===== src/rtl/voxel_face_culling_unit_assert.svh =====
// assertion macros shared by the voxel face culling rtl
`ifndef VOXEL_FACE_CULLING_UNIT_ASSERT_SVH
`define VOXEL_FACE_CULLING_UNIT_ASSERT_SVH

// same-cycle implication, sampled on clk, off during reset
`define VFC_ASSERT_SAME(label, ante, cons) \
  label: assert property (@(posedge clk) disable iff (!rst_n) (ante) |-> (cons)) \
    else $error("vfc same-cycle check failed");

// next-cycle implication, sampled on clk, off during reset
`define VFC_ASSERT_NEXT(label, ante, cons) \
  label: assert property (@(posedge clk) disable iff (!rst_n) (ante) |=> (cons)) \
    else $error("vfc next-cycle check failed");

`endif


===== src/rtl/vfc_ram.sv =====
// generic single-port ram with registered read
module vfc_ram #(
  parameter int WIDTH = 8,
  parameter int DEPTH = 256
) (
  input  logic                     clk,
  input  logic                     we,
  input  logic                     re,
  input  logic [$clog2(DEPTH)-1:0] addr,
  input  logic [WIDTH-1:0]         wdata,
  output logic [WIDTH-1:0]         rdata
);

  logic [WIDTH-1:0] mem_r [DEPTH];
  logic [WIDTH-1:0] rdata_r;

  always_ff @(posedge clk) begin
    if (we) begin
      mem_r[addr] <= wdata;
    end
    if (re) begin
      rdata_r <= mem_r[addr];
    end
  end

  assign rdata = rdata_r;

endmodule


===== config.mk =====
export PLATFORM = sky130hd
export DESIGN_NAME = vfc_ram
export DESIGN_NICKNAME = d
export VERILOG_FILES = /design/src/rtl/voxel_face_culling_unit_assert.svh /design/src/rtl/vfc_ram.sv
export SDC_FILE = /design/constraint.sdc
export NUM_CORES = 2
export LEC_CHECK = 0
export CAP_MARGIN = 15
export CORE_AREA = 2 2 432 327
export CTS_CLUSTER_DIAMETER = 50
export DETAILED_ROUTE_END_ITERATION = 8
export DIE_AREA = 0 0 434 329
export DONT_BUFFER_PORTS = 1
export PLACE_DENSITY_LB_ADDON = 0.05
export SKIP_CTS_REPAIR_TIMING = 1
export SYNTH_ARGS = -nofsm -noshare
export SYNTH_HDL_FRONTEND = slang
export SYNTH_SLANG_ARGS = --single-unit

===== constraint.sdc =====
create_clock -name clk -period 2.7 [get_ports clk]
set_clock_uncertainty 0.2 [all_clocks]
set_input_delay 0.135 -clock clk [delete_from_list [all_inputs] [get_ports clk]]
set_output_delay 0.135 -clock clk [all_outputs]
set_load 0.03 [all_outputs]

; ---- Word level (Yosys, flattened, before mapping)
; Memory sizes are Yosys's and may differ from the RTL's. A register that Yosys moved wholly into a read port is not among the register bits.
; Cells that the tools add are included.
; Widths: inputs -> output; s select.
[word_totals]
ff_bits = 0
latch_bits = 0
ram_bits = 2048
rom_bits = 0
inputBits = 19
out_inout_bits = 8
wordCells = 3
n_memories = 1
[classes]
n_addsub = 0
mul = 0
n_div = 0
order_cmp = 0
n_eq_ne = 0
shift = 0
n_mux = 2
bitwise_logic = 0
n_reduce_logical = 0
[mem_list]
columns = memory, words, word_bits, rd, rd_ports_with_merged_regs, write_ports, line
row1 = mem_r, 256, 8, 1, 1, 1, vfc_ram.sv:14  ; logic [WIDTH-1:0] mem_r [DEPTH];
[op_table]
columns = operator, count
row1 = $mux 1, 2

; ---- Depth between registers and ports, before layout
[depth]
word_depth = 2
ltp_mapped = 10
depth_no_buf = 5

; ---- Worst setup path before layout
; OpenSTA, ideal clock, no wires.
[synth_path]
kind = input-to-reg
from = input addr[1]
to = memory mem_r[111][0], enable pin
setup_time_ns = 0.370
t_arrival_ns = 1.984
t_required_ns = 2.130
slack_ns = 0.146
path_stages = 9
path_buffers = 5
cell_sequence = buf_2 -> clkbuf_1 -> clkbuf_1 -> nand2_1 -> buf_2 -> nor2_1 -> nand2_1 -> clkbuf_1 -> nor2_1
[synth_rtl]
columns = element, line
row1 = "start, declared", vfc_ram.sv:9  ; input logic [$clog2(DEPTH)-1:0] addr,
row2 = "end, declared", vfc_ram.sv:14
; Straight into the memory's write port.

==> metrics.md <==
| Metric | Value |
|---|---|
| DR pass1 iterations | `5` |
| DRC | `0` |
| Crit path arrival time | `5340 ps` |
| Ys Warns | `0` |
| Clock buffer count from CTS | `190` |
| Design area | `89900 um^2` |
| Via count | `slightly below 40000` |
| Initial Util | `~57%` |
| Worst Max-Slew Pin Slew | `slightly below 5000 ps` |
| Ports | `27` |
| CTS tree | `built` |
| H-tree levels | `4` |
| Post-route minimum period | `between 4000 and 5000 ps` |
| Final wirelength | `189000 um` |
| Num Clock Sinks | `between 2000 and 2500` |
| CP endpoint kind | `flip-flop` |
| Synthesized-area fraction occupied by adder cells | `0%` |
| # rows | `119` |
| Simple-gate portion of the synthesized area | `under 10%` |
| DP Wirelength | `107000 um` |
| Status | `finished with violations` |
| Number of global-route vias before repair | `slightly below 40000` |
| Clk buf depth | `3` |
| Setup violations, final | `a little over 2000` |
| Post-synth net total | `about 3600` |
| Failing checks | `hold timing, slew limit, setup timing` |
| Die width | `about 430 um` |
| Number of enable flip-flop cells after synthesis | `2056` |
| Synth area leader | `edfxtp_1` |
| Synth area leaders | `edfxtp_1 79%, mux4_2 15%, a22oi_1 2.4%` |
| Top delay family on crit path | `multiplexers` |
| Combinational family with the most area after synthesis | `multiplexers` |
| Synthesized area | `between 70000 and 80000 um^2` |
| CP required | `just over 3000 ps` |
| Vias/cell | `roughly 6.4` |
| P_leak | `28.2 nW` |
| Area after DPL | `approximately 83000 um^2` |
| Area grow syn2layout | `14.4%` |
| Routed Antenna Nets | `0` |
| Top cells by instance count after synthesis | `2056 x edfxtp_1, 512 x mux4_2, 256 x a22oi_1` |
| Max_cap viols | `0` |
| CP max-delay cell | `mux4_2` |
| Pre-CTS worst setup slack | `-633 ps` |
| First-pass GRT wire length | `~270000 um` |
| FMAX | `200 MHz` |
| Cells after DPL | `5627` |
| Finished Core Util | `64.7%` |
| Async S/R FF share, synth | `0%` |
| Root buf cell | `clkbuf_16` |
| Total power | `63.8 mW` |
| Crit-path max cell delay | `approximately 1500 ps` |
| Primary FF master, synth | `edfxtp_1` |
| Kind of critical path | `input port to flip-flop` |
| Peak supply drop | `between 0.0006 and 0.0007 V` |
| Overflow after GRT | `0` |
| Crit path buf inv count | `2` |
| Die ar. | `about 140000 um^2` |
| Compound-Gate Fraction of Synth Area | `between 3 and 4%` |
| Pwr Density | `709 nW/um^2` |
| Tcrit/Tclk final | `185%` |
| Worst R2R Setup Slack | `-30 ps` |
| Fillers | `about 9200` |
| Most frequent CP cell | `buf_4` |
| Initial antenna violation count | `5` |
| Post-synth top area share | `between 70 and 80%` |
| Clock-pin slew on the worst setup and hold paths | `around 60 ps` |
| Routability cong. | `between 0.8 and 0.9` |
| Startpoint class of the critical path | `input port` |
| Critical path cell sequence | `mux4_2, a22oi_1, buf_4, a21oi_1, o41ai_2, buf_4, nand4_1` |
| Seq/Total Area, Yosys | `approximately 79%` |
| Post-Layout Cell Count | `between 5000 and 6000` |
| Global Route Usage Sum | `roughly 27%` |
| CORE AREA | `about 140000 um^2` |
| Max-slew violation count | `399` |
| Synth Register Bits | `around 2100` |
| Layout cells sized above 1 | `31.0%` |
| Setup ws final | `-2300 ps` |
| Clk_lat worst skew | `830 ps` |
| Routed WL per cell | `31.5 um` |
| Die Ht | `between 300 and 400 um` |
| Worst-path fanout max | `~520` |
| Top-count cell post-synth | `edfxtp_1` |
| Pin count of the biggest net entering global routing | `a little over 500` |
| Nets@finish | `about 4000` |
| Fin. Hold Viols | `around 2000` |
| Post-Synthesis Cells | `~3500` |
| Synth Area per Inst | `about 22 um^2` |
| Port bufs | `0` |
| Synth cell types | `21` |
| Storage element area | `about 62000 um^2` |
| Hold WS | `-750 ps` |
| Multi-input gate area | `between 15000 and 20000 um^2` |
| Post-synthesis mux area share | `14.7%` |
| Slew margin rel. | `-229%` |
| Synth Area in XOR/XNOR | `0%` |
| Drt first-iter violations | `roughly 5300` |
| Worst min path class | `input port to flip-flop` |
-- cell families (layout without fill, tap and decap cells) --
family                 after synthesis  in the layout
other                                0              3
AO/OA/AOI/OAI                      416            416
AND/OR/NAND/NOR                    330            330
flip-flops                        2056           2056
buffers and inverters              233            797
multiplexers                       512            512
-- layout by cell type, fill, tap and decap left out, types with 28 or more instances in the layout --
master,n
edfxtp_1,2056
mux4_2,512
buf_4,420
a22oi_1,234
nor2_1,231
clkbuf_16,198
a21oi_1,118
clkinv_1,46
clkinv_2,37
clkbuf_1,34
nor3_1,30
nand2_1,28
-- routing by layer --
layer | up-vias | GRT usage [%] | wire (um)
met4 | 2 | 7.22 | 4260
li1 | 15918 | - | -
met5 | - | 0 | 13
met3 | 243 | 6.76 | 19900
met1 | 20468 | 41.4 | 79100
met2 | 1838 | 38.8 | 85500
-- metrics by stage --
step	hold WS, ps	TNS (ps)
2_1_floorplan	33.9	0
3_3_place_gp	52.6	-3250
3_5_place_dp	52.6	-2810
4_1_cts	-834	-2830
5_1_grt	-809	-12.0
6_report	-750	-2231930
-- state kept, by name (all words and copies together) (netlist names) --
signal  count
rdata       8
mem_r    2048
-- worst paths after layout --
kind | start | endpoint | depth (start not counted)
max | addr[1] | rdata[1] | 7
max reg2reg | mem_r[187][3] | rdata[3] | 6
min | wdata[6] | mem_r[99][6] | 0
min reg2reg | mem_r[242][6] | rdata[6] | 5
-- layout make-up --
class                   count  share of cell area [%]
diodes                      3                 0.00835
multi-input cells        1258                    17.9
well taps                1875                    2.61
clock buffers             232                    5.65
flip-flops and latches   2056                    68.7
clock inverters           114                    1.09
repair buffers            450                    4.03
inverters                   1                 0.00417
-- power by group --
group	internal (mW)	switching, mW
Sequential	35.2	0.0725
Combinational	1.21	1.01
Clock	14.9	11.4
Power figures use the tool's default switching activity.
