===== config.mk =====
export PLATFORM = sky130hd
export DESIGN_NAME = vfc_vis_unit
export DESIGN_NICKNAME = d
export VERILOG_FILES = /design/src/rtl/voxel_face_culling_unit_assert.svh /design/src/rtl/vfc_vis_unit.sv
export SDC_FILE = /design/constraint.sdc
export NUM_CORES = 1
export LEC_CHECK = 0
export BUFFER_PORTS_ARGS = -buffer_cell sky130_fd_sc_hd__buf_4
export CORE_AREA = 2 2 39 41
export DETAILED_ROUTE_END_ITERATION = 8
export DIE_AREA = 0 0 41 43
export PLACE_DENSITY_LB_ADDON = 0.05
export SYNTH_ARGS = -nofsm -noshare
export SYNTH_HDL_FRONTEND = slang
export SYNTH_SLANG_ARGS = --single-unit

===== constraint.sdc =====
create_clock -name vclk -period 1.1
set_input_delay 0.11 -clock vclk [all_inputs]
set_output_delay 0.11 -clock vclk [all_outputs]
set_load 0.02 [all_outputs]

===== src/rtl/voxel_face_culling_unit_assert.svh =====
// assertion macros shared by the voxel face culling rtl
`ifndef VOXEL_FACE_CULLING_UNIT_ASSERT_SVH
`define VOXEL_FACE_CULLING_UNIT_ASSERT_SVH

// same-cycle implication, sampled on clk, off during reset
`define VFC_ASSERT_SAME(label, ante, cons) \
  label: assert property (@(posedge clk) disable iff (!rst_n) (ante) |-> (cons)) \
    else $error("vfc same-cycle check failed");

// next-cycle implication, sampled on clk, off during reset
`define VFC_ASSERT_NEXT(label, ante, cons) \
  label: assert property (@(posedge clk) disable iff (!rst_n) (ante) |=> (cons)) \
    else $error("vfc next-cycle check failed");

`endif


===== src/rtl/vfc_vis_unit.sv =====
// face visibility compare unit
module vfc_vis_unit #(
  parameter int CW = 8
) (
  input  logic [CW-1:0] bt,
  input  logic [CW-1:0] nb,
  input  logic [CW-1:0] air,
  input  logic [CW-1:0] water,
  input  logic [CW-1:0] leaves,
  output logic          show
);

  // an air voxel shows nothing
  assign show = (bt != air) &&
                ((nb == air) ||
                 (bt != water && nb == water) ||
                 (bt != leaves && nb == leaves));

endmodule


* Word level (Yosys, flattened, before mapping) *
Index checks and enable logic that the tools add are counted.

storage, ports and cells
  bits in registers = 0
  logic and storage cells = 11

operators by class
  eq/ne operators = 6
  reduce and logical (&&, ||, !) cells = 5

operators by type and width
  kind               count
  == test 8 bit      3
  != test 8 bit      3
  logical AND 1 bit  3
  logical OR 1 bit   2

* Longest topological paths before layout *
Gate-level depths: netlist of run 1.

  word-level depth = 5
  mapped depth = 4
  gate-level depth less buffers = 4

* Worst setup path after synthesis of run 1 *
OpenSTA, ideal clock, no wires.

  path kind = input -> output
  start = in nb[7]
  end = out show
  arrival time = 1.051 ns
  required time = 0.990 ns
  setup slack = -0.061 ns
  stages on the path = 4
  buffers on the path = 0
  cell sequence = xor2_1 nor4_2 o211ai_1 a31oi_1

on the way
  word-level cells in the longest chain between the ends = 5
  elaborated cells on any way between the ends = 8
  classes of those cells = eq/ne: 3; reduce/logical: 5

ends and longest elaborated chain
  what                   RTL line            text
  from (decl)            vfc_vis_unit.sv:6   input logic [CW-1:0] nb,
  == test 8 bit          vfc_vis_unit.sv:16  (bt != water && nb == water) ||
  logical AND 1 bit      vfc_vis_unit.sv:16
  logical OR 1 bit       vfc_vis_unit.sv:15  ((nb == air) ||
  logical OR 1 bit (*)   vfc_vis_unit.sv:16
  logical AND 1 bit (*)  vfc_vis_unit.sv:14  assign show = (bt != air) &&
  to (decl)              vfc_vis_unit.sv:10  output logic show

Mark *: on every way between the ends. The rest lies on a longest branch, timed or not.

* Worst setup path in the final report of run 1 *
  start = in leaves[3]
  end = out show

on the way
  word-level cells in the longest chain between the ends = 4
  elaborated cells on any way between the ends = 5
  classes of those cells = eq/ne: 2; reduce/logical: 3

ends and longest elaborated chain
  what                                            RTL line            text
  from (decl)                                     vfc_vis_unit.sv:9   input logic [CW-1:0] leaves,
  != test 8 bit or == test 8 bit (tied branches)  vfc_vis_unit.sv:17  (bt != leaves && nb == leaves));
  logical AND 1 bit (*)                           vfc_vis_unit.sv:17
  logical OR 1 bit (*)                            vfc_vis_unit.sv:16
  logical AND 1 bit (*)                           vfc_vis_unit.sv:14

Marked as above.

==> run metrics, run 1 <==
initial core utilization=0.3969; main combinational cell family by area after synthesis=XOR/XNOR gates; Worst Slack Setup Final=-0.1718 ns; Reg area=0 µm²; routability cong.=0.7355; syn nets=about 110; crit path from=leaves[3]; # diodes=0; Combinational Power Share=1.000; Min Hold Slack=0.7754 ns; Clock Power Share=0; sequential area share after synthesis=0; Worst Hold Class=primary input to primary output; Max Slew Vio Count=0; Hold Vio Cnt, Final=0; # clk buffers=0; Max Freq=around 800 MHz; XOR/XNOR Fraction of Synth Area=0.7654; DR WL/cell=13.98 µm; Compound-Gate Fraction of Synth Area=0.03872; Synth Instances=65; final setup vio count=1; Slew @ Worst Pin=about 0.24 ns; CP Depth=6; Vias per Instance=4.835; failing checks=negative setup slack; slowest stage delay, CP=0.27 ns; max_cap viols=0; gr ovfl total=0; layout cells sized above 1=0.5854; Power per Cell Area=398.4 mW/mm²; Max rail drop VDD=0.2197 mV; drt first-iter violations=5; endpoint class of the critical path=primary output; hpwl dp=1515 µm; CP required=roughly 1 ns; DP Worst Slack=-0.2448 ns; Post-Route WL=about 2000 µm; PortBufs=41; Ports=slightly above 40; first-pass GRT wire length=2953 µm; Synth Area in Simple Gates=0.1959; Pint=~260 µW; std cell rows=14; CP arrival=between 1 and 1.5 ns; crit share post-route=1.156; critical path class=primary input to primary output; core area=roughly 0.0014 mm²; syn_area_per_cell=8.450 µm²; pin count of the biggest net entering global routing=4; worst-path cell chain=buf_6 > xor2_2 > nor4_2 > o211ai_1 > a31oi_2 > buf_4; most frequent cells in the layout=47 x buf_4, 23 x xnor2_1, 16 x xor2_1; total power=449.2 µW; Hold Path Depth=6; most common cell after layout, fill and taps aside=buf_4; Reg power frac=0; post-route DRC violation count=0; final net count=165; critical path peak fanout=2; initial antenna violation count=0; Yosys cell types=9; Die Y=43 µm; vias in the first global route=741; Adder-Cell Fraction of Synth Area=0; Global Route Usage Sum=0.2352; Buffers & Inverters on Critical Path=2; cell area after synthesis=between 500 and 600 µm²; die width=41 µm; flip-flop and latch count=0; Pre-Repair DR Iteration Count=4; Area growth, synth to finish=105.2%; Slew Limit Headroom=0.8416; die area=0.001763 mm²; CP max stage cell=nor4_2; antenna viol nets, final=0; status=finished with violations; Top Family by Delay on Critical Path=compound AO/OA/AOI/OAI gates; Vias=672; Ys Warns=0; switching power=184.8 µW; switch share=0.4115; min Tclk post-route=1.272 ns; Pleak=~0.00048 µW; startpoint types=primary input; HP Start=air[6]; post-CTS setup buffer count=0; RSZ-0062 raised after global routing=yes; fraction of synthesized area in multiplexers=0
-- power by group through the flow --
| stage | clock network (µW) | registers, µW | logic (µW) |
|---|---|---|---|
| global route | 0 | 0 | 482 |
| global placement | 0 | 0 | 398 |
| detailed placement | 0 | 0 | 401 |
| finish | 0 | 0 | 449 |
| floorplan | 0 | 0 | 161 |
| CTS | 0 | 0 | 435 |
-- layer usage --
layer	up-vias	routed length (µm)	GRT usage
met4	0	27	0.03333
met5	-	0	0
met3	4	137	0.01047
met2	30	1041	0.4500
met1	305	736	0.2675
li1	333	-	-
-- cell usage after synthesis --
cell,count,area [µm²]
nor4_2,4,50.05
xnor2_1,24,210.2
nor2_1,1,3.750
nand2_1,1,3.750
xor2_1,24,210.2
a31oi_1,1,6.260
o211ai_1,2,15.01
nor4_1,2,12.51
nand4_1,6,37.54
-- area by class of cell --
type	count	area, µm²
Multi-Input combinational cell	65	623.1
Timing Repair Buffer	58	484.2
Fill cell	107	256.5
Tap cell	16	20.02
-- logic make-up after synthesis --
kind of cell	Yosys count
AO/OA/AOI/OAI	3
XOR/XNOR	48
AND/OR/NAND/NOR	14
-- stage by stage --
stage / std cells / utilization / cell area [µm²] / setup TNS (ns)
6_report: 139 / 0.8146 / 1127 / -0.1718
5_1_grt: 139 / 0.8146 / 1127 / -0.2792
4_1_cts: 139 / 0.7929 / 1097 / -0.1650
3_5_place_dp: 139 / 0.7306 / 1011 / -0.2448
3_3_place_gp: 139 / 0.7306 / 1011 / -0.2456
2_1_floorplan: 65 / - / 555.5 / 0
-- final timing paths --
check / endpoint / slack [ns]
max: show / -0.17
min: show / 0.78
-- repair_timing --
item,4_1_cts,5_1_grt
endpoints found under the setup margin,1,1
gates resized for setup,16,6
pin swaps,15,5
hold buffers,0,0
Power figures use the tool's default switching activity.
==> run 2, diff against run 1 <==
CORE_AREA = unset   (was 2 2 39 41)
CORE_MARGIN = 1.5   (was unset)
CORE_UTILIZATION = 39   (was unset)
DIE_AREA = unset   (was 0 0 41 43)
SKIP_LAST_GASP = 1   (was unset)
SLEW_MARGIN = 20   (was unset)
==> run metrics, run 2 (same netlist as run 1, synthesis figures left out) <==
HP Start=air[6]; die width=40.53 µm (-1.1%); # diodes=0 (unchanged); Power per Cell Area=396.5 mW/mm² (-0.49%); max_cap viols=0 (unchanged); endpoint class of the critical path=primary output; Top Family by Delay on Critical Path=compound AO/OA/AOI/OAI gates; Post-Route WL=1784 µm (-8.2%); Buffers & Inverters on Critical Path=2 (unchanged); final net count=170 (+3.0%); initial antenna violation count=0 (unchanged); min Tclk post-route=1.353 ns (+0.08071 ns); DR WL/cell=12.48 µm (-11%); Ports=41 (unchanged); vias in the first global route=618 (-17%); Vias per Instance=4.811 (-0.48%); Worst Hold End=show; post-route DRC violation count=0 (unchanged); Slew Limit Headroom=0.8448 (+0.003187); Die Y=40.53 µm (-5.7%); fin cells=143 (+2.9%); CP arrival=1.24 ns (+0.08 ns); Hold Vio Cnt, Final=0 (unchanged); layout cells sized above 1=0.5938 (+0.008384); flip-flop and latch count=0 (unchanged); Max rail drop VDD=0.2481 mV (+13%); Post-DP Area=0.001040 mm² (+2.8%); Worst Hold Class=primary input to primary output; TNS Setup=-0.2526 ns (-0.08071 ns); FILL cells=70 (-35%); Pleak=0.0004909 µW (+3.1%); # clk buffers=0 (unchanged); most frequent cells in the layout=56 x buf_4, 23 x xnor2_1, 19 x xor2_1; CP required=0.99 ns (about the same); startpoint types=primary input; RSZ-0062 raised after global routing=yes; Pre-Repair DR Iteration Count=4 (unchanged); Max Freq=739.3 MHz (-6.0%); gr ovfl total=0 (unchanged); design area=0.001135 mm² (+0.67%); Reg area=0 µm² (unchanged); critical path peak fanout=2 (unchanged); first-pass GRT wire length=2504 µm (-15%); Hold Path Depth=6 (unchanged); std cell rows=13 (-1); core area=0.001301 mm² (-6.0%); Global Route Usage Sum=0.2275 (-0.007758); status=finished with violations; CP max stage cell=nor4_2; antenna viol nets, final=0 (unchanged); die area=0.001643 mm² (-6.8%); Max Slew Vio Count=0 (unchanged); Worst Slack Setup Final=-0.2526 ns (-0.08071 ns); Slew @ Worst Pin=0.2312 ns (-0.004270 ns); failing checks=negative setup slack; critical path class=primary input to primary output; Hold-fix buffers, CTS=0 (unchanged); Vias=688 (+2.4%); Area growth, synth to finish=106.6%; multi-input logic area=613.1 µm² (-1.6%); pin count of the biggest net entering global routing=4 (unchanged); total power=450.0 µW (+0.18%); worst-path cell chain=buf_8 > xor2_2 > nor4_2 > o211ai_1 > a31oi_2 > buf_4; placed cells=142 (+2.2%); initial core utilization=0.4221 (+0.02519); drt first-iter violations=4 (-1); hpwl dp=1516 µm (about the same); crit share post-route=1.230 (+0.07337); slowest stage delay, CP=0.29 ns (+0.02 ns); most common cell after layout, fill and taps aside=buf_4; final setup vio count=1 (unchanged); routability cong.=0.8338 (+13%); PortBufs=41 (unchanged)
## run 2: through the flow
| stage | hold WS [ns] | setup WS [ns] | util |
|---|---|---|---|
| final | 0.8388 | -0.2526 | 0.8721 |
| after detailed placement | 0.8060 | -0.2541 | 0.7990 |
| after floorplan | 0.5660 | 0.02877 | - |
| after CTS | 0.8126 | -0.2171 | 0.8452 |
| after global placement | 0.7841 | -0.2160 | 0.7990 |
| after global routing | 0.8485 | -0.2622 | 0.8721 |
## run 2: final cells by class
type               count  area share
repair buffers        63      0.4432
well taps             15     0.01654
multi-input cells     65      0.5402
## run 2: repair_timing
| item | CTS | global route |
|---|---|---|
| pin swaps | 11 | 8 |
| setup buffers | 1 | 0 |
| resized for setup | 11 | 5 |
| setup endpoints to repair | 1 | 1 |
## run 2: worst max-delay path by stage
stage | endpoint | cells past startpoint | slack (ns) | start
finish | show | 6 | -0.25 | water[7]
global route | show | 6 | -0.26 | water[7]
CTS | show | 6 | -0.22 | water[7]
detailed placement | show | 6 | -0.25 | nb[7]
global placement | show | 6 | -0.22 | nb[1]
floorplan | show | 4 | 0.03 | nb[3]
## run 2: layer usage
layer / global-route usage / wire length, µm / vias up
li1: - / - / 347
met1: 0.2724 / 728 / 311
met2: 0.4444 / 933 / 26
met3: 0.005556 / 77 / 4
met4: 0.03333 / 44 / 0
met5: 0 / 0 / -
## run 2: power breakdown
| group | internal [µW] | total (µW) | switching, µW |
|---|---|---|---|
| sequential | 0 | 0 | 0 |
| clock | 0 | 0 | 0 |
| combinational | 267 | 450 | 183 |
| total | 267 | 450 | 183 |
