**src/rtl/voxel_face_culling_unit_assert.svh**
```systemverilog
// assertion macros shared by the voxel face culling rtl
`ifndef VOXEL_FACE_CULLING_UNIT_ASSERT_SVH
`define VOXEL_FACE_CULLING_UNIT_ASSERT_SVH

// same-cycle implication, sampled on clk, off during reset
`define VFC_ASSERT_SAME(label, ante, cons) \
  label: assert property (@(posedge clk) disable iff (!rst_n) (ante) |-> (cons)) \
    else $error("vfc same-cycle check failed");

// next-cycle implication, sampled on clk, off during reset
`define VFC_ASSERT_NEXT(label, ante, cons) \
  label: assert property (@(posedge clk) disable iff (!rst_n) (ante) |=> (cons)) \
    else $error("vfc next-cycle check failed");

`endif

```
**src/rtl/vfc_pkg.sv**
```systemverilog
// shared types and constants of the voxel face culling unit
package vfc_pkg;

  localparam int POS_XZ_W   = 4;
  localparam int POS_Y_W    = 7;
  localparam int CODE_W     = 8;
  localparam int FACE_W     = 3;
  localparam int WORLD_W    = 25;
  localparam int CHUNK_W    = 21;
  localparam int NP_W       = 4;
  localparam int CFG_DATA_W = 32;
  localparam int CFG_ADDR_W = 5;
  localparam int NUM_FACES  = 6;

  // neighbor_present bit positions
  localparam int NP_NORTH = 0;
  localparam int NP_SOUTH = 1;
  localparam int NP_EAST  = 2;
  localparam int NP_WEST  = 3;

  typedef enum logic [1:0] {
    OP_WR_VOXEL = 2'd0,
    OP_WR_EDGE  = 2'd1,
    OP_QUERY    = 2'd2
  } opcode_t;

  typedef enum logic [1:0] {
    SIDE_NORTH = 2'd0,
    SIDE_SOUTH = 2'd1,
    SIDE_EAST  = 2'd2,
    SIDE_WEST  = 2'd3
  } side_t;

  typedef enum logic [FACE_W-1:0] {
    FACE_TOP    = 3'd0,
    FACE_BOTTOM = 3'd1,
    FACE_NORTH  = 3'd2,
    FACE_SOUTH  = 3'd3,
    FACE_EAST   = 3'd4,
    FACE_WEST   = 3'd5
  } face_t;

  typedef enum logic [2:0] {
    REG_CHUNK_X  = 3'd0,
    REG_CHUNK_Z  = 3'd1,
    REG_AIR      = 3'd2,
    REG_WATER    = 3'd3,
    REG_LEAVES   = 3'd4,
    REG_NEIGHBOR = 3'd5
  } reg_idx_t;

  // where a looked-up voxel comes from
  typedef enum logic [1:0] {
    SRC_AIR  = 2'd0,
    SRC_VOX  = 2'd1,
    SRC_EDGE = 2'd2
  } src_t;

  typedef enum logic [1:0] {
    ST_IDLE   = 2'd0,
    ST_GATHER = 2'd1,
    ST_EVAL   = 2'd2,
    ST_EMIT   = 2'd3
  } state_t;

  // neighbor offsets per face: top, bottom, north, south, east, west
  localparam logic signed [1:0] STEP_DX [NUM_FACES] = '{2'sd0, 2'sd0, 2'sd0, 2'sd0, 2'sd1, -2'sd1};
  localparam logic signed [1:0] STEP_DY [NUM_FACES] = '{2'sd1, -2'sd1, 2'sd0, 2'sd0, 2'sd0, 2'sd0};
  localparam logic signed [1:0] STEP_DZ [NUM_FACES] = '{2'sd0, 2'sd0, -2'sd1, 2'sd1, 2'sd0, 2'sd0};

  // one lookup request to the address unit
  typedef struct packed {
    logic [POS_XZ_W-1:0] x;
    logic [POS_Y_W-1:0]  y;
    logic [POS_XZ_W-1:0] z;
    logic                center;
    face_t               face;
    logic                use_side;
    side_t               side;
  } addr_req_t;

endpackage

```
**src/rtl/vfc_addr_gen.sv**
```systemverilog
// neighbor lookup and store address unit
module vfc_addr_gen
  import vfc_pkg::*;
#(
  parameter int SIZE_XZ = 16,
  parameter int SIZE_Y  = 128
) (
  input  addr_req_t                                req,
  input  logic [NP_W-1:0]                          neighbor_present,
  output src_t                                     src,
  output logic [$clog2(SIZE_XZ*SIZE_Y*SIZE_XZ)-1:0] vox_addr,
  output logic [$clog2(4*SIZE_XZ*SIZE_Y)-1:0]       edge_addr
);

  localparam int AXZ_W = $clog2(SIZE_XZ);
  localparam int AY_W  = $clog2(SIZE_Y);
  localparam int XZ_SW = ((POS_XZ_W > AXZ_W) ? POS_XZ_W : AXZ_W) + 2;
  localparam int Y_SW  = ((POS_Y_W > AY_W) ? POS_Y_W : AY_W) + 2;
  localparam int VA_W  = $clog2(SIZE_XZ*SIZE_Y*SIZE_XZ);
  localparam int EA_W  = $clog2(4*SIZE_XZ*SIZE_Y);

  logic signed [1:0]       dx, dy, dz;
  logic signed [XZ_SW-1:0] nx, nz, e_along;
  logic signed [Y_SW-1:0]  ny;
  side_t                   e_side;
  logic                    use_edge;
  logic                    cell_ok, edge_ok;

  always_comb begin
    dx = req.center ? 2'sd0 : STEP_DX[req.face];
    dy = req.center ? 2'sd0 : STEP_DY[req.face];
    dz = req.center ? 2'sd0 : STEP_DZ[req.face];
    nx = XZ_SW'($signed({1'b0, req.x})) + XZ_SW'(dx);
    ny = Y_SW'($signed({1'b0, req.y})) + Y_SW'(dy);
    nz = XZ_SW'($signed({1'b0, req.z})) + XZ_SW'(dz);
    e_side   = SIDE_NORTH;
    e_along  = nx;
    use_edge = 1'b0;
    // edge writes name the slice; reads across an edge go to a loaded neighbor
    priority if (req.use_side) begin
      e_side   = req.side;
      e_along  = (req.side == SIDE_NORTH || req.side == SIDE_SOUTH) ? nx : nz;
      use_edge = 1'b1;
    end else if (nx < 0 && neighbor_present[NP_WEST]) begin
      e_side   = SIDE_WEST;
      e_along  = nz;
      use_edge = 1'b1;
    end else if (nx >= SIZE_XZ && neighbor_present[NP_EAST]) begin
      e_side   = SIDE_EAST;
      e_along  = nz;
      use_edge = 1'b1;
    end else if (nz < 0 && neighbor_present[NP_NORTH]) begin
      e_side   = SIDE_NORTH;
      e_along  = nx;
      use_edge = 1'b1;
    end else if (nz >= SIZE_XZ && neighbor_present[NP_SOUTH]) begin
      e_side   = SIDE_SOUTH;
      e_along  = nx;
      use_edge = 1'b1;
    end else begin
      use_edge = 1'b0;
    end
    cell_ok = (nx >= 0) && (nx < SIZE_XZ) && (ny >= 0) && (ny < SIZE_Y) &&
              (nz >= 0) && (nz < SIZE_XZ);
    edge_ok = (e_along >= 0) && (e_along < SIZE_XZ) && (ny >= 0) && (ny < SIZE_Y);
    if (use_edge) begin
      src = edge_ok ? SRC_EDGE : SRC_AIR;
    end else begin
      src = cell_ok ? SRC_VOX : SRC_AIR;
    end
  end

  // (x * SIZE_Y + y) * SIZE_XZ + z
  assign vox_addr = VA_W'((VA_W'(nx[AXZ_W-1:0]) * VA_W'(SIZE_Y) + VA_W'(ny[AY_W-1:0]))
                          * VA_W'(SIZE_XZ) + VA_W'(nz[AXZ_W-1:0]));

  // (side * SIZE_XZ + along) * SIZE_Y + y
  assign edge_addr = EA_W'((EA_W'(e_side) * EA_W'(SIZE_XZ) + EA_W'(e_along[AXZ_W-1:0]))
                           * EA_W'(SIZE_Y) + EA_W'(ny[AY_W-1:0]));

endmodule

```
**config.mk**
```make
export PLATFORM = sky130hd
export DESIGN_NAME = vfc_addr_gen
export DESIGN_NICKNAME = d
export VERILOG_FILES = /design/src/rtl/voxel_face_culling_unit_assert.svh /design/src/rtl/vfc_pkg.sv /design/src/rtl/vfc_addr_gen.sv
export SDC_FILE = /design/constraint.sdc
export NUM_CORES = 1
export LEC_CHECK = 0
export BUFFER_PORTS_ARGS = -buffer_cell sky130_fd_sc_hd__buf_2
export CAP_MARGIN = 20
export CORE_ASPECT_RATIO = 0.9
export CORE_MARGIN = 1.5
export CORE_UTILIZATION = 25
export DETAILED_ROUTE_END_ITERATION = 10
export PLACE_DENSITY = 0.52
export SLEW_MARGIN = 10
export SYNTH_ARGS = -nofsm -noshare
export SYNTH_HDL_FRONTEND = slang
export SYNTH_SLANG_ARGS = --single-unit
```
**constraint.sdc**
```tcl
create_clock -name vclk -period 2.7
set_input_delay 0.135 -clock vclk [all_inputs]
set_output_delay 0.135 -clock vclk [all_outputs]
set_load 0.005 [all_outputs]
```
### Word-level counts from Yosys, hierarchy flattened

Memory sizes are Yosys's and may differ from the RTL's.
Cells that the tools add are included.

* flip-flop bits (word level): 0
* ROM bits: 48
* bits of input ports: 26
* output and inout bits: 30
* word-level logic and storage cells: 65
* memories kept: 3

* add/sub/neg operators: 7
* order comparisons: 13
* equal/unequal tests: 1
* mux-type cells: 26
* bitwise operators: 1
* reduce and logical (&&, ||, !) cells: 14

Memory list
* (no name shown): depth 8, width 2, read ports 1, clocked after Yosys merged registers in 0, wr ports 0, RTL line vfc_addr_gen.sv:32 `dz = req.center ? 2'sd0 : STEP_DZ[req.face];`
* (no name shown): depth 8, width 2, read ports 1, clocked after Yosys merged registers in 0, wr ports 0, RTL line vfc_addr_gen.sv:31 `dy = req.center ? 2'sd0 : STEP_DY[req.face];`
* (no name shown): depth 8, width 2, read ports 1, clocked after Yosys merged registers in 0, wr ports 0, RTL line vfc_addr_gen.sv:30 `dx = req.center ? 2'sd0 : STEP_DX[req.face];`

Operators by type and width (count)
* $mux 2: 14
* $mux 6: 4
* $ge 6x1->1 const B: 3
* $lt 6x6->1 const B: 3
* $add 15x4->15: 1
* $add 13x7->13: 1
* $add 5x2->6: 2
* $ge 6x6->1 const B: 2
* $logic_and 1x1->1: 12
* $lt 6x1->1 const B: 2
* $add 11x7->11: 1
* $add 8x2->9: 1
* $ge 9x1->1 const B: 1
* $lt 9x9->1 const B: 1
* $mux 1: 8
* $add 6x4->6: 1
* $ge 4x4->1 const B: 1
* $not 3->4: 1
* $eq 2x1->1 const B: 1
* $logic_not 2->1: 1
* $logic_or 1x1->1: 1

### Longest topological paths before layout

Gate-level depths: netlist of run 1.

* depth in word-level cells: 17
* mapped depth: 9
* depth with buffers taken out: 9

### Worst setup path after synthesis of run 1

Ideal clock, no wire load.

* path kind: input port to output port
* start: input port req[5] (netlist name)
* end: output port src[1]
* arrival time: 2.335 ns
* path slack: 0.230 ns
* stages on the path: 7
* path buffers: 0
* cells stage by stage: nor4b_4 -> ha_1 -> a211oi_1 -> nor2_1 -> o41ai_1 -> mux2i_1 -> a2111oi_2

* word-level cells in the longest chain between the ends: 17

Ends and longest elaborated chain
* from (decl): RTL line vfc_addr_gen.sv:8 `input addr_req_t req,`
* $not 3->4 (not written as such) (*): RTL line vfc_addr_gen.sv:30, vfc_addr_gen.sv:31, vfc_addr_gen.sv:32
* $mem_v2 8x2
* $mux 2 (not written as such) (2 in series): RTL line vfc_addr_gen.sv:30
* $mux 2: RTL line vfc_addr_gen.sv:30
* $add 5x2->6: RTL line vfc_addr_gen.sv:33 `nx = XZ_SW'($signed({1'b0, req.x})) + XZ_SW'(dx);`
* $ge 6x6->1: RTL line vfc_addr_gen.sv:48 `end else if (nx >= SIZE_XZ && neighbor_present[NP_EAST]) begin`
* $logic_and 1x1->1: RTL line vfc_addr_gen.sv:48
* $mux 6: RTL line vfc_addr_gen.sv:48
* $mux 6: RTL line vfc_addr_gen.sv:44 `end else if (nx < 0 && neighbor_present[NP_WEST]) begin`
* $mux 6: RTL line vfc_addr_gen.sv:40 `priority if (req.use_side) begin`
* $ge 6x1->1 or $lt 6x6->1 (tied branches): RTL line vfc_addr_gen.sv:65 `edge_ok = (e_along >= 0) && (e_along < SIZE_XZ) && (ny >= 0) && (ny < SIZE_Y);`
* $logic_and 1x1->1 (3 in series): RTL line vfc_addr_gen.sv:65
* $mux 2: RTL line vfc_addr_gen.sv:67 `src = edge_ok ? SRC_EDGE : SRC_AIR;`
* $mux 2 (*): RTL line vfc_addr_gen.sv:66 `if (use_edge) begin`
* to (decl): RTL line vfc_addr_gen.sv:10 `output src_t src,`

Mark *: on every way between the ends. The rest lies on a longest branch, timed or not. The select of a mux whose other input is x is not followed.

### Worst setup path after layout of run 1

Same ends and word-level chain as after synthesis.

==> flow_summary_export.csv, run 1 <==
group,metric,value,unit
outcome,status,"finished clean",
grt,grt_pass1_vias,1007,
final_layout,seq_cells,0,
floorplan,core_area,3478,µm²
setup_path,crit_path_end_kind,"output pin",
grt,track_usage,11.91,%
route,dr.pass1.iters,4,
synthesis,ys_seq_area_share,0,%
grt,antenna_found_initial,0,
synthesis,synth_nets,162,
sta,drv_slew,0,
route,routed_wl,2.601,mm
final_layout,seqCellArea,0,µm²
synthesis,synth.distinct_cells,40,
final_layout,nClkBuffers,0,
floorplan,die_w,67.32,µm
setup_path,critical_path.startpoint_type,"primary input",
sta,tightest_slew,0.3599,ns
sta,fin_crit,2.624,ns
sta,slew_headroom,75.69,%
floorplan,ios,56,
place,gp_congestion,0.8400,
power_and_ir_drop,vdd_ir_drop_max,0.05541,mV
setup_path,arrival,2.49,ns
place,post-place-cells,220,
setup_path,cp_max_fo,5,
power_and_ir_drop,p_leak,0.6651,nW
floorplan,std_cell_rows,20,
sta,setup_violations,0,
synthesis,synth_xor_area_share,8.468,%
sta,hold_viol_final,0,
final_layout,antennaDiodeCount,0,
final_layout,finish.utilization,38.60,%
route,vias,1079,
route,drc_errors,0,
place,post_dp_cell_area,1274,µm²
min_path,hold_path_class,"primary input to output pin",
clock_network,ctsHoldBuffers,0,
final_layout,drive_gt1_share,47.78,%
route,post_drt_wl_per_cell,11.61,µm
synthesis,syn_area,930.9,µm²
floorplan,die_area,4099,µm²
synthesis,synth_top_family_by_area,"compound AO/OA/AOI/OAI gates",
synthesis,muxShareOfSynthArea,8.065,%
sta,worst_hold_slack,0.5451,ns
synthesis,yosys.area_share.adder,24.46,%
power_and_ir_drop,powerDensity,143.5,nW/µm²
setup_path,crit_type,"primary input to output pin",
floorplan,start_util,26.76,%
place,io_buffers,56,
place,dpl.hpwl,2.190,mm
sta,period_share,97.17,%
route,drt_iter0_drc,13,
grt,grt_pass1_wl,4.036,mm
route,vias_per_cell,4.817,
route,drt.antenna.violating_nets,0,
setup_path,worst-endpoint-required,2.57,ns
synthesis,netlist_instances,119,
final_layout,stdcell_count,224,
final_layout,layout.nets,225,
final_layout,finalInstanceArea,1343,µm²
grt,grt_overflow,0,
floorplan,die_y,60.89,µm
synthesis,synth-simple-area-share,24.33,%
grt,grt_max_degree,10,
synthesis,synth_compound_area_share,25.00,%
flow_run,maxCapViolations,0,
synthesis,yosysWarnings,0,
synthesis,syn-mean-instance-area,7.823,µm²
sta,max_freq,381.2,MHz
final_layout,area.growth.synth_to_final,44.22,%
## cell families after synthesis
group / after synthesis
xor gates and xnor gates: 9
and+or+nand+nor: 37
buffers and inverters: 17
adders and majority gates: 17
AOI/OAI and AO/OA: 32
muxes: 7
## synth_stat cells, drive strengths merged (2+ instances only)
cell type  number  area share, %
nor2           10            4.0
mux2i           3            3.2
or3             2            1.3
inv            10            4.0
xnor2           4            3.8
nor3            4            2.2
nor4            2            3.0
mux2            4            4.8
buf             7            5.6
o31ai           2            1.6
a21oi           9            5.6
nor2b           5            3.4
o21a            2            1.6
ha             15             20
o21ai           7            4.2
fa              2            4.3
o41ai           2            1.9
xor2            5            4.7
nand2           7            2.8
## layout make-up
type | count | area (µm²)
inverters | 10 | 37.54
fillers | 364 | 2136
multi-input cells | 102 | 875.8
well taps | 44 | 55.05
repair buffers | 68 | 374.1
## worst max-delay path, stage by stage
cell and delay (ns):
buf_2 0.14, nor3b_1 0.24, ha_2 0.24, fa_2 0.23, a21oi_2 0.09, or3_1 0.41
mux2i_2 0.21, a22oi_1 0.12, o21a_1 0.19, a2111oi_2 0.31, buf_2 0.16
## routing by layer
metal | routed length [µm] | share of wire [%] | global-route usage, %
met1 | 1156 | 44 | 15.21
met2 | 1326 | 51 | 23.34
met3 | 119 | 4.6 | 0.7421
met4 | 0 | 0 | 0
met5 | 0 | 0 | 0
## per-stage QoR
stage	setup slack, ns	total power, mW	TNS, ns
detailed placement	0.02165	0.1867	0
finish	0.07648	0.1927	0
CTS	0.01784	0.1876	0
global placement	0.03523	0.1840	0
global route	-0.01300	0.2161	-0.01300
floorplan	0.2295	0.1080	0
## final timing paths
check	cells past startpoint	slack, ns	endpoint	startpoint
hold / removal	4	0.55	edge_addr[11]	req[0]
setup / recovery	11	0.08	src[1]	req[5]
## power breakdown
group / total (mW) / internal (mW) / switching [mW]
Clock: 0 / 0 / 0
Sequential: 0 / 0 / 0
Combinational: 0.193 / 0.0974 / 0.0953
Total: 0.193 / 0.0974 / 0.0953
## what timing repair did
action / CTS / global route
resized for setup: 0 / 13
buffers inserted: 0 / 4
endpoints found under the setup margin: 0 / 2
## placed cells by master, fill, tap and decap left out, drive strengths merged, types with 2 or more instances in the layout
cell type and n:
buf 68, a21oi 9, o21ai 7, nor2 10
mux2 4, or3 2, xnor2 4, xor2 5
nor2b 5, o31ai 2, nor4 2, o41ai 2
fa 2, inv 10, nand2 7, ha 15
mux2i 3, nor3 4, o21a 2
No activity file was read; power rests on OpenSTA's default activity.
==> run 2: changes to the inputs <==
--- a/config.mk
+++ b/config.mk
@@ -8,9 +8,10 @@
 export BUFFER_PORTS_ARGS = -buffer_cell sky130_fd_sc_hd__buf_2
 export CAP_MARGIN = 20
 export CORE_ASPECT_RATIO = 0.9
-export CORE_MARGIN = 1.5
+export CORE_MARGIN = 2
 export CORE_UTILIZATION = 25
 export DETAILED_ROUTE_END_ITERATION = 10
+export MAX_ROUTING_LAYER = met4
 export PLACE_DENSITY = 0.52
 export SLEW_MARGIN = 10
 export SYNTH_ARGS = -nofsm -noshare
==> flow_summary_export.csv, run 2 (same netlist as run 1, synthesis figures left out) <==
group,metric,value,unit
place,gp_congestion,0.8221,
route,routed_wl,2.391,mm
setup_path,cp_max_fo,3,
final_layout,mostFrequentLayoutCells,"buf_2, buf_4, ha_1, inv_1, nor2_1",
power_and_ir_drop,vdd_ir_drop_max,0.05322,mV
route,post_drt_wl_per_cell,10.35,µm
route,drt.antenna.violating_nets,0,
sta,timing.final.ws_setup,0.1778,ns
grt,grt_pass1_wl,3.650,mm
final_layout,area.growth.synth_to_final,49.46,%
setup_path,crit_path_end_kind,"output pin",
final_layout,seqCellArea,0,µm²
sta,period_share,93.42,%
floorplan,die_y,61.89,µm
route,drt_iter0_drc,30,
sta,max_freq,396.5,MHz
sta,fin_crit,2.522,ns
final_layout,seq_cells,0,
setup_path,worst-endpoint-required,2.57,ns
setup_path,critical_path.startpoint_type,"primary input",
place,io_buffers,56,
place,dpl.hpwl,2.115,mm
grt,grt_max_degree,11,
outcome,status,"finished clean",
floorplan,die_area,4228,µm²
route,drc_errors,0,
floorplan,core_area,3652,µm²
sta,slew_headroom,76.25,%
grt,grt_pass1_vias,825,
grt,antenna_found_initial,0,
floorplan,std_cell_rows,21,
grt,grt_overflow,0,
final_layout,finish.utilization,38.10,%
power_and_ir_drop,powerDensity,140.4,nW/µm²
flow_run,maxCapViolations,0,
setup_path,arrival,2.39,ns
min_path,hold_path_class,"primary input to output pin",
final_layout,final_common_cell,"buf_2",
floorplan,ios,56,
route,dr.pass1.iters,4,
grt,track_usage,11.06,%
sta,hold_viol_final,0,
final_layout,antennaDiodeCount,0,
clock_network,ctsHoldBuffers,0,
setup_path,crit_type,"primary input to output pin",
power_and_ir_drop,p_leak,0.6924,nW
final_layout,nClkBuffers,0,
final_layout,fill_cells,381,
final_layout,drive_gt1_share,49.19,%
sta,drv_slew,0,
floorplan,die_w,68.32,µm
route,vias,1050,
floorplan,start_util,25.49,%
place,pre_cts_slack,0.06152,ns
final_layout,layout.nets,230,
sta,tightest_slew,0.3536,ns
route,vias_per_cell,4.545,
sta,setup_violations,0,
## run 2: power by group
group	leakage [nW]	total, mW	internal (mW)	switching [mW]
sequential	0	0	0	0
clock	0	0	0	0
combinational	0.692	0.195	0.102	0.0932
total	0.692	0.195	0.102	0.0932
## run 2: layout make-up
| type | count | area [µm²] | share of cell area (%) |
|---|---|---|---|
| inverters | 10 | 37.54 | 2.698 |
| multi-input cells | 102 | 884.6 | 63.58 |
| well taps | 46 | 57.56 | 4.137 |
| repair buffers | 73 | 411.6 | 29.59 |
## run 2: per-stage QoR
step / setup TNS [ns] / std cells / cell area (µm²) / hold slack [ns] / power [mW]
final: 0 / 231 / 1391 / 0.5397 / 0.1954
after global routing: -0.006697 / 231 / 1391 / 0.5767 / 0.2224
after CTS: 0 / 229 / 1329 / 0.5455 / 0.1920
after detailed placement: 0 / 229 / 1329 / 0.5450 / 0.1913
after global placement: 0 / 229 / 1329 / 0.5328 / 0.1922
after floorplan: 0 / 119 / 930.9 / 0.3136 / 0.1080
## run 2: worst paths after layout
path	startpoint	to	slack (ns)	cells past startpoint
setup / recovery	req[5]	src[1]	0.18	13
hold / removal	req[0]	edge_addr[11]	0.54	4
## run 2: layer usage
layer | global-route usage [%] | share of wire (%) | vias up
met5 | - | 0 | -
met1 | 16.99 | 50 | 459
met4 | 0 | 0 | 0
met3 | 0.1802 | 4.4 | 0
li1 | - | - | 566
met2 | 17.20 | 46 | 25
## run 2: worst max-delay path: stages
cell	delay, ns
buf_2	0.12
buf_4	0.13
nor3_2	0.04
buf_4	0.12
ha_1	0.20
fa_1	0.40
a21oi_1	0.21
o211ai_1	0.13
a21oi_1	0.29
o211a_1	0.18
a21oi_1	0.06
a2111oi_2	0.20
buf_2	0.16
## run 2: timing repair
action / CTS / global route
resized for setup: 0 / 10
setup endpoints to repair: 0 / 2
buffers inserted: 0 / 2
hold endpoints to repair: 0 / 0
